==> src/rtl/core/ffba_pkg.sv <==
`default_nettype none
package ffba_pkg;

  localparam int unsigned MaxBlocks = 64;
  localparam int unsigned IdxW = $clog2(MaxBlocks);
  localparam int unsigned CntW = $clog2(MaxBlocks + 1);

  localparam logic [31:0] ResetMaxRequest = 32'd100000000;
  localparam logic [7:0] ResetHeaderBytes = 8'd40;
  localparam logic [31:0] ResetHeapLimit = 32'd1048576;

  localparam logic [1:0] CfgMaxRequest = 2'd0;
  localparam logic [1:0] CfgHeaderBytes = 2'd1;
  localparam logic [1:0] CfgHeapLimit = 2'd2;

  localparam logic [1:0] KindAlloc = 2'd0;
  localparam logic [1:0] KindFree = 2'd1;
  localparam logic [1:0] KindRealloc = 2'd2;
  localparam logic [1:0] KindUnused = 2'd3;

  localparam logic [2:0] StReused = 3'd0;
  localparam logic [2:0] StAppended = 3'd1;
  localparam logic [2:0] StKept = 3'd2;
  localparam logic [2:0] StFreed = 3'd3;
  localparam logic [2:0] StBadSize = 3'd4;
  localparam logic [2:0] StExhausted = 3'd5;
  localparam logic [2:0] StTableFull = 3'd6;
  localparam logic [2:0] StNotFound = 3'd7;

  // Token that travels down the chain of cells during a scan.
  typedef struct packed {
    logic        valid;
    logic        find_fit;   // search for a free block of at least size
    logic        find_addr;  // search for a block with matching data address
    logic [31:0] size;
    logic [31:0] addr;
    logic [7:0]  hdr;
  } scan_t;

  // What a cell reports back when its entry is hit.
  typedef struct packed {
    logic            fit_hit;
    logic            addr_hit;
    logic [IdxW-1:0] idx;
    logic [31:0]     start;
    logic [31:0]     size;
    logic            free;
  } hit_t;

  // Command from the controller to one cell.
  typedef struct packed {
    logic            wr;       // append entry
    logic            set_free;
    logic            clr_free;
    logic [IdxW-1:0] idx;
    logic [31:0]     start;
    logic [31:0]     size;
  } cmd_t;

endpackage
`default_nettype wire

==> src/rtl/core/ffba_cell.sv <==
`default_nettype none
module ffba_cell (
  input  wire logic                   clk_i,
  input  wire logic                   rst_ni,
  input  wire logic [ffba_pkg::IdxW-1:0] my_idx_i,
  input  wire logic                   live_i,
  input  wire ffba_pkg::cmd_t         cmd_i,
  input  wire ffba_pkg::scan_t        scan_i,
  output ffba_pkg::scan_t             scan_o,
  output ffba_pkg::hit_t              hit_o
);

  logic [31:0] start_q;
  logic [31:0] size_q;
  logic        free_q;
  ffba_pkg::scan_t scan_q, scan_d;
  logic        fit, match;

  // Entry storage, written only by commands addressed to this cell.
  always_ff @(posedge clk_i) begin
    if (cmd_i.idx == my_idx_i) begin
      if (cmd_i.wr) begin
        start_q <= cmd_i.start;
        size_q  <= cmd_i.size;
        free_q  <= 1'b0;
      end else if (cmd_i.set_free) begin
        free_q <= 1'b1;
      end else if (cmd_i.clr_free) begin
        free_q <= 1'b0;
      end
    end
  end

  // Compare the passing token against this entry.
  always_comb begin
    fit   = scan_i.valid && scan_i.find_fit && live_i && free_q && (size_q >= scan_i.size);
    match = scan_i.valid && scan_i.find_addr && live_i &&
            ((start_q + {24'd0, scan_i.hdr}) == scan_i.addr);
    hit_o.fit_hit  = fit;
    hit_o.addr_hit = match;
    hit_o.idx      = my_idx_i;
    hit_o.start    = start_q;
    hit_o.size     = size_q;
    hit_o.free     = free_q;
    scan_d         = scan_i;
    // A found token stops here.
    if (fit || match) scan_d.valid = 1'b0;
  end

  // Hand the token to the neighbor.
  always_ff @(posedge clk_i or negedge rst_ni) begin
    if (!rst_ni) begin
      scan_q <= '0;
    end else begin
      scan_q <= scan_d;
    end
  end

  assign scan_o = scan_q;

endmodule
`default_nettype wire

==> config.mk <==
export PLATFORM = sky130hd
export DESIGN_NAME = ffba_cell
export DESIGN_NICKNAME = d
export VERILOG_FILES = /design/src/rtl/core/ffba_pkg.sv /design/src/rtl/core/ffba_cell.sv
export SDC_FILE = /design/constraint.sdc
export NUM_CORES = 1
export LEC_CHECK = 0
export ABC_AREA = 1
export BUFFER_PORTS_ARGS = -buffer_cell sky130_fd_sc_hd__buf_2
export CAP_MARGIN = 20
export CORE_UTILIZATION = 40
export CTS_CLUSTER_SIZE = 8
export DETAILED_ROUTE_END_ITERATION = 8
export HOLD_SLACK_MARGIN = 0.06
export PLACE_DENSITY = 0.68
export SLEW_MARGIN = 20
export SYNTH_ARGS = -nofsm -noshare
export SYNTH_HDL_FRONTEND = slang
export SYNTH_SLANG_ARGS = --single-unit
==> constraint.sdc <==
create_clock -name clk_i -period 3.7 [get_ports clk_i]
set_clock_uncertainty 0.15 [all_clocks]
set_input_delay 0.37 -clock clk_i [delete_from_list [all_inputs] [get_ports clk_i]]
set_output_delay 0.37 -clock clk_i [all_outputs]
set_load 0.005 [all_outputs]
Word-level counts from Yosys, hierarchy flattened
Index checks and enable logic that the tools add are counted.
{"block": "totals", "reg_bits": 140, "inputBits": 157, "out_inout_bits": 148, "word_cells": 27}
{"block": "op_classes", "n_addsub": 1, "order_cmp": 1, "eq_ne": 2, "muxes": 3, "n_reduce_logical": 11}
{"cell": "$add 32x8->32", "n": 1}
{"cell": "$eq 32x32->1", "n": 1}
{"cell": "$ge 32x32->1", "n": 1}
{"cell": "$logic_and 1x1->1", "n": 7}
{"cell": "$eq 6x6->1", "n": 1}
{"cell": "$reduce_and 2->1", "n": 2}
{"cell": "$mux 1", "n": 3}
{"cell": "$reduce_bool 3->1", "n": 1}
{"cell": "$logic_or 1x1->1", "n": 1}

Longest topological paths before layout
Gate-level depths: netlist (run 1).
{"block": "logic_depth", "ltp_word": 6, "mapped_depth": 18, "depth_no_buf": 18}

Least setup slack after synthesis (run 1)
Ideal clock, no wire load.
{"block": "synth_path", "kind": "input to register", "from": "input port my_idx_i[2] (netlist bit)", "to": "register size_q[0], enable pin", "setup_time_ps": 486, "arrival_ps": 3510, "required_ps": 3064, "setup_slack_ps": -447, "path_stages": 4, "n_path_buf": 0, "path_cell_list": "xor2_1 nor3b_1 o2111ai_1 nor2_1"}
{"block": "synth_via", "elab_chain_cells": 2}
{"element": "start, declared", "line": "ffba_cell.sv:5", "rtl": "input wire logic [ffba_pkg::IdxW-1:0] my_idx_i,"}
{"element": "$eq 6x6->1", "line": "ffba_cell.sv:21", "rtl": "if (cmd_i.idx == my_idx_i) begin"}
{"element": "$reduce_and 2->1 (no source line)"}
{"element": "end signal, assigned", "line": "ffba_cell.sv:24", "rtl": "size_q <= cmd_i.size;"}
{"element": "end, declared", "line": "ffba_cell.sv:14", "rtl": "logic [31:0] size_q;"}
No other way between the ends.
A chain may end at the register's enable or synchronous reset.

==> impl_metrics.py, run 1 <==
metrics = {
    "placed_design": {
        "gp_congestion": 0.8835,
        "port_buffers": 304,
        "placed_cell_area_um2": 8651,
        "dp_hpwl_um": 16440,
        "placed_cells": 1233,
        "place_ws_ps": 610.5,
    },
    "power": {
        "p_seq_share_pct": 42.9,
        "p_leak_nw": 5.391,
        "clkPwrFrac_pct": 44.3,
        "internal-power_w": 0.002958,
        "net-switching-power_w": 0.0009946,
        "power_w": 0.003953,
        "vdd_drop_max_mv": 0.2916,
        "power_density_nw_per_um2": 368.8,
        "power_frac_comb_pct": 12.8,
        "switching_share_pct": 25.16,
    },
    "detailed_routing": {
        "vias_per_cell": 4.766,
        "drtPass1Iterations": 7,
        "finalWirelength_um": 22860,
        "drt_iter0_drc": 436,
        "drt.antenna.violating_nets": 0,
        "post-route-drc-count": 0,
        "wl_per_cell_um": 16.25,
        "vias": 6706,
    },
    "synth": {
        "synth_area_um2": 6904,
        "ys_warn_count": 0,
        "ys_ff_latch": 140,
        "seq_area_frac_synth_pct": 55.45,
        "ys_types": 32,
        "syn_nets": 915,
        "netlist.area_leader.share_pct": 28.27,
        "syn_inst": 717,
        "synth.area.top_cells": "edfxtp_1 (28%), dfrtp_1 (27%), nand2_1 (9.4%)",
        "avgSynthCellArea_um2": 9.629,
        "synth_top_area_cell": "edfxtp_1",
    },
    "die": {
        "die_y_um": 133.4,
        "die_w_um": 133.4,
        "die_area_um2": 17790,
        "initial_core_util_pct": 41.34,
        "coreArea_um2": 16700,
        "io_pins": 305,
        "row_count": 47,
    },
    "clocking": {
        "htree_levels": 4,
        "cts_root_buffer": "clkbuf_16",
        "cts_tree": "done",
        "clock_latency_ps": 430,
        "path_clk_slew_ps": 60,
        "cts_buffers": 17,
        "clockBufferDepth": 2,
        "clkSinkCount": 140,
    },
    "worst_setup_path": {
        "crit_arrival_ps": 2900,
        "slowest_stage": "dlygate4sd3_1",
        "cp-start-kind": "input port",
        "worstPathRequired_ps": 3180,
        "path_cells": "dlygate4sd3_1 > buf_2 > ha_2 > nand2_1 > nor2_2 > nand2_1 > nand3_2 > nand2_1 > nand2_1 > o21ai_0 > nor2_1 > nand2_1 > nor2_2 > nand3_2 > nor2_2 > nand3_1 > nor2_1 > buf_2",
        "crit_fanout": 7,
        "worst_path_most_repeated_cell": "nand2_1",
        "crit_path_end_kind": "output pin",
        "critPathKind": "in -> out",
        "slowest_delay_ps": 530,
    },
    "run": {
        "max_cap_violations": 0,
    },
    "run_status": {
        "status": "finished clean",
    },
    "global_route": {
        "overflow": 0,
        "grt_first_pass_wirelength_um": 35490,
        "grt_start_max_net_pins": 76,
        "grt_use_total_pct": 26.35,
        "first_global_vias": 7022,
        "grt_antenna_before_repair": 1,
    },
    "cells_and_area": {
        "drive_above_1_share_pct": 32.15,
        "instances_no_fill": 1407,
        "syn_to_final_growth_pct": 55.24,
        "final_net_count": 1370,
        "fin_area_um2": 10720,
    },
    "timing": {
        "rsz0062_at_grt": "false",
        "final_max_slew_viol_count": 0,
        "slew_headroom_pct": 50.53,
        "finalCritPeriodShare_pct": 92.49,
        "tightest_slew_ps": 742.0,
        "period_needed_ps": 3422,
        "setup_ws_ps": 278.0,
        "final.setup.tns_ps": 0,
        "setup_violations": 0,
        "hold_viol": 0,
        "fmax_mhz": 292.2,
    },
    "hold_path": {
        "hold_class": "in -> reg",
    },
}
through the flow:
step                      hold slack [ps]  util, %
after floorplan                    -75.59        -
after global placement              342.0    51.80
after detailed placement            342.2    51.80
after CTS                           75.87    63.78
after global routing                93.55    64.16
final                               104.8    64.17
cell usage after synthesis (all sizes together):
cell	count
a21boi	1
a21oi	22
and2	1
and3	2
buf	10
dfrtp	75
edfxtp	65
fa	1
ha	40
inv	115
nand2	188
nand3	49
nand3b	6
nand4	18
nor2	60
nor3	10
nor3b	2
nor4	2
o2111ai	1
o211ai	1
o21ai	10
o22a	1
o311ai	1
xnor2	12
xor2	24
repair_timing:
action	4_1_cts	5_1_grt
endpoints found under the hold margin	214	0
hold buffers	140	0
gates resized for setup	0	13
setup buffers	0	1
setup endpoints to repair	0	1
worst paths after layout:
| path | startpoint | end | slack [ps] | depth (start not counted) |
|---|---|---|---|---|
| max reg2reg | start_q[0]$_DFFE_PP_ | scan_o[74]$_DFF_PN0_ | 1050 | 16 |
| max | scan_i[2] | hit_o[71] | 280 | 18 |
| min | cmd_i[72] | free_q$_SDFFCE_PP0P_ | 100 | 2 |
| min reg2reg | free_q$_SDFFCE_PP0P_ | scan_o[74]$_DFF_PN0_ | 640 | 5 |
| max in group asynchronous | rst_ni | scan_o[74]$_DFF_PN0_ | 2480 | 2 |
| min in group asynchronous | rst_ni | scan_o[1]$_DFF_PN0_ | 410 | 2 |
critical path: cells and delay by family:
family | cells | cell delay, ps
adder cells (fa/ha/maj) | 1 | 400
buffers and inverters | 3 | 790
AND/OR/NAND/NOR | 13 | 1250
AO/OA/AOI/OAI | 1 | 90
kinds of logic after synthesis:
| kind of cell | Yosys count | share of synthesized area [%] |
|---|---|---|
| AO/OA/AOI/OAI | 37 | 2.972 |
| XOR/XNOR | 36 | 4.567 |
| adder cells (fa/ha/maj) | 41 | 7.539 |
| buffers and inverters | 125 | 7.340 |
| flip-flops | 140 | 55.45 |
| AND/OR/NAND/NOR | 338 | 22.13 |
layout by cell type, fill, tap and decap left out, types with 3 or more instances in the layout:
| cell type | netlist | layout |
|---|---|---|
| clkbuf_16 | 0 | 17 |
| buf_4 | 10 | 3 |
| dfrtp_1 | 75 | 75 |
| buf_2 | 0 | 302 |
| clkinvlp_4 | 0 | 3 |
| nand2_2 | 14 | 15 |
| xnor2_1 | 12 | 12 |
| nand3_1 | 43 | 41 |
| a21oi_1 | 22 | 21 |
| nor2_1 | 55 | 52 |
| dlygate4sd3_1 | 0 | 139 |
| nor3_1 | 10 | 9 |
| inv_6 | 0 | 6 |
| edfxtp_1 | 65 | 65 |
| nand3_2 | 6 | 7 |
| inv_2 | 4 | 4 |
| nor2_2 | 4 | 6 |
| nand3b_1 | 6 | 6 |
| o21ai_0 | 8 | 8 |
| inv_1 | 111 | 111 |
| nand4_1 | 18 | 18 |
| nand2_1 | 172 | 171 |
| xor2_1 | 24 | 24 |
| ha_1 | 40 | 38 |
routing by layer:
| layer | track usage (%) | vias to the layer above | share of wire, % |
|---|---|---|---|
| li1 | - | 3231 | - |
| met1 | 28.54 | 3126 | 38 |
| met2 | 48.67 | 300 | 53 |
| met3 | 6.279 | 49 | 6.5 |
| met4 | 11.36 | 0 | 3.0 |
| met5 | 0 | - | 0 |
power by group through the flow:
stage,logic [W],registers [W],clock network (W)
final,0.000506,0.00169,0.00175
after global routing,0.000558,0.00170,0.00183
after CTS,0.000493,0.00169,0.00177
after detailed placement,0.000373,0.00172,0
after global placement,0.000366,0.00172,0
after floorplan,0.000159,0.00173,0
state kept, by name (all words and copies together), names as in the netlist:
| signal | cells |
|---|---|
| free_q | 1 |
| scan_o | 75 |
| size_q | 32 |
| start_q | 32 |
cell type report:
cell class | instances | area (um2)
Fill cell | 1336 | 5983
Antenna cell | 2 | 5.005
Sequential cell | 140 | 3829
Tap cell | 220 | 275.3
Clock buffer | 17 | 425.4
Multi-Input combinational cell | 452 | 2628
Clock inverter | 15 | 175.2
Timing Repair Buffer | 446 | 2949
Inverter | 115 | 431.7
(Power assumes the default switching activity.)
==> inputs of run 2 (changes only) <==
--- a/config.mk
+++ b/config.mk
@@ -8,10 +8,11 @@
 export ABC_AREA = 1
 export BUFFER_PORTS_ARGS = -buffer_cell sky130_fd_sc_hd__buf_2
 export CAP_MARGIN = 20
+export CORE_MARGIN = 2
 export CORE_UTILIZATION = 40
 export CTS_CLUSTER_SIZE = 8
 export DETAILED_ROUTE_END_ITERATION = 8
-export HOLD_SLACK_MARGIN = 0.06
+export HOLD_SLACK_MARGIN = 0.08
 export PLACE_DENSITY = 0.68
 export SLEW_MARGIN = 20
 export SYNTH_ARGS = -nofsm -noshare
==> run 2 against run 1 <==
Sequential share of layout area increased by 0.25 points. Wire length decreased by 3.2%. Die area increased by 3.0%. First-iteration DRC count decreased by 19%. Via count decreased by 1.8%. Hold slack got worse by 3.3 ps. Final area decreased by 0.70%.
==> impl_metrics.py, run 2 (synthesis results as in run 1) <==
metrics = {
    "timing": {
        "setup_violations": 0,
        "tightest_slew_ps": 717.9,
        "period_needed_ps": 3473,
        "fmax_mhz": 288.0,
        "final_max_slew_viol_count": 0,
        "slew_headroom_pct": 52.14,
        "holdWs_ps": 101.5,
        "finalCritPeriodShare_pct": 93.85,
        "hold_viol": 0,
        "final.setup.tns_ps": 0,
        "rsz0062_at_grt": "false",
    },
    "power": {
        "power_density_nw_per_um2": 353.5,
        "internal-power_w": 0.002819,
        "vdd_drop_max_mv": 0.3023,
        "switching_share_pct": 25.09,
        "p_leak_nw": 5.352,
        "p_seq_share_pct": 45.0,
        "clkPwrFrac_pct": 41.6,
        "power_w": 0.003763,
        "power_frac_comb_pct": 13.4,
        "net-switching-power_w": 0.0009441,
    },
    "worst_setup_path": {
        "critPathKind": "in -> out",
        "r2r_cells": 16,
        "crit_path_end_kind": "output pin",
        "crit_arrival_ps": 2950,
        "cp-start-kind": "input port",
        "rrSetupSlack_ps": 1150,
        "r2r_start": "start_q[2]$_DFFE_PP_",
        "slowest_stage": "dlygate4sd3_1",
        "crit_fanout": 4,
        "reg2reg_to": "scan_o[74]$_DFF_PN0_",
        "slowest_delay_ps": 540,
        "worstPathRequired_ps": 3180,
        "path_cells": "dlygate4sd3_1 > buf_2 > ha_4 > fa_2 > xnor2_1 > nand3_1 > nor2_1 > nand2_1 > a21oi_2 > nand2_1 > nor2_2 > nand3_2 > nor2_2 > nand3_1 > nor2_1 > buf_2",
    },
    "clocking": {
        "cts_tree": "done",
        "cts_buffers": 17,
        "clock_latency_ps": 430,
        "htree_levels": 4,
        "path_clk_slew_ps": 60,
        "clkSinkCount": 140,
        "cts_root_buffer": "clkbuf_16",
        "cts_setup_buffers": 0,
        "clockBufferDepth": 2,
    },
    "die": {
        "io_pins": 305,
        "die_area_um2": 18330,
        "die_y_um": 135.4,
        "initial_core_util_pct": 40.48,
        "coreArea_um2": 17060,
        "row_count": 48,
        "die_w_um": 135.4,
    },
    "placed_design": {
        "gp_congestion": 0.8527,
        "dp_hpwl_um": 16070,
        "port_buffers": 304,
    },
    "cells_and_area": {
        "final_net_count": 1370,
        "drive_above_1_share_pct": 31.90,
        "largest_reg_flops": 75,
        "final_common_cell": "buf_2",
        "fillers": 1363,
        "layout_common_cells": "buf_2 (303), nand2_1 (172), dlygate4sd3_1 (140)",
        "syn_to_final_growth_pct": 54.15,
    },
    "detailed_routing": {
        "drt_iter0_drc": 354,
        "vias": 6583,
        "drt.antenna.violating_nets": 0,
        "post-route-drc-count": 0,
        "wl_per_cell_um": 15.67,
        "finalWirelength_um": 22130,
        "vias_per_cell": 4.662,
        "drtPass1Iterations": 4,
    },
    "hold_path": {
        "hold_class": "in -> reg",
        "min_to": "free_q$_SDFFCE_PP0P_",
        "hp-start": "cmd_i[72]",
        "hold_path_depth": 2,
    },
    "global_route": {
        "first_global_vias": 6766,
        "grt_antenna_before_repair": 2,
        "grt_use_total_pct": 24.20,
        "overflow": 0,
        "grt_first_pass_wirelength_um": 33540,
        "grt_start_max_net_pins": 76,
    },
    "run": {
        "max_cap_violations": 0,
    },
    "run_status": {
        "status": "finished clean",
    },
}
==> run 2: metal layers <==
metal	global-route usage, %	wire, um	up-vias
met5	0	0	-
met4	9.375	679	0
met3	5.986	1355	46
met2	45.35	11880	250
met1	26.15	8217	3042
li1	-	-	3245
==> run 2: worst max-delay path by stage <==
stage | start | to | cells after the start
final | scan_i[0] | hit_o[71] | 16
after global routing | scan_i[0] | hit_o[71] | 16
after CTS | scan_i[0] | hit_o[71] | 18
after detailed placement | scan_i[0] | hit_o[71] | 17
after global placement | scan_i[0] | hit_o[71] | 17
after floorplan | my_idx_i[2] | size_q[0]$_DFFE_PP_ | 4
==> run 2: power by group through the flow <==
stage               Sequential [W]  Combinational (W)  Clock (W)
finish                     0.00169           0.000504    0.00157
global route               0.00170           0.000556    0.00166
CTS                        0.00169           0.000494    0.00159
detailed placement         0.00172           0.000374          0
global placement           0.00172           0.000366          0
floorplan                  0.00173           0.000159          0
==> run 2: final cells by class <==
cell class	count	area, um2	share of cell area [%]
Inverter	115	431.7	4.056
Multi-Input combinational cell	452	2615	24.57
Clock inverter	13	93.84	0.8817
Antenna cell	2	5.005	0.04703
Tap cell	225	281.5	2.645
Clock buffer	19	442.9	4.162
Timing Repair Buffer	446	2944	27.66
Sequential cell	140	3829	35.97
==> run 2: per-stage QoR <==
step / cell area [um2] / util (%) / setup slack (ps) / instances
finish: 10640 / 62.40 / 227.5 / 1412
global route: 10640 / 62.40 / 4.207 / 1412
CTS: 10600 / 62.12 / 66.49 / 1410
detailed placement: 8657 / 50.76 / 640.6 / 1238
global placement: 8657 / 50.76 / 649.0 / 1238
floorplan: 6907 / - / 610.7 / 717
==> run 2: worst max-delay path, delay by kind of cell <==
| family | cells | cell delay, ps |
|---|---|---|
| adders and majority gates | 2 | 700 |
| and+or+nand+nor | 9 | 860 |
| buffers and inverters | 3 | 820 |
| AOI/OAI and AO/OA | 1 | 100 |
| xor gates and xnor gates | 1 | 120 |
==> run 2: repair_timing <==
action | 4_1_cts | 5_1_grt
gates resized for setup | 0 | 9
endpoints found under the setup margin | 0 | 1
hold endpoints to repair | 214 | 0
hold buffers | 140 | 0
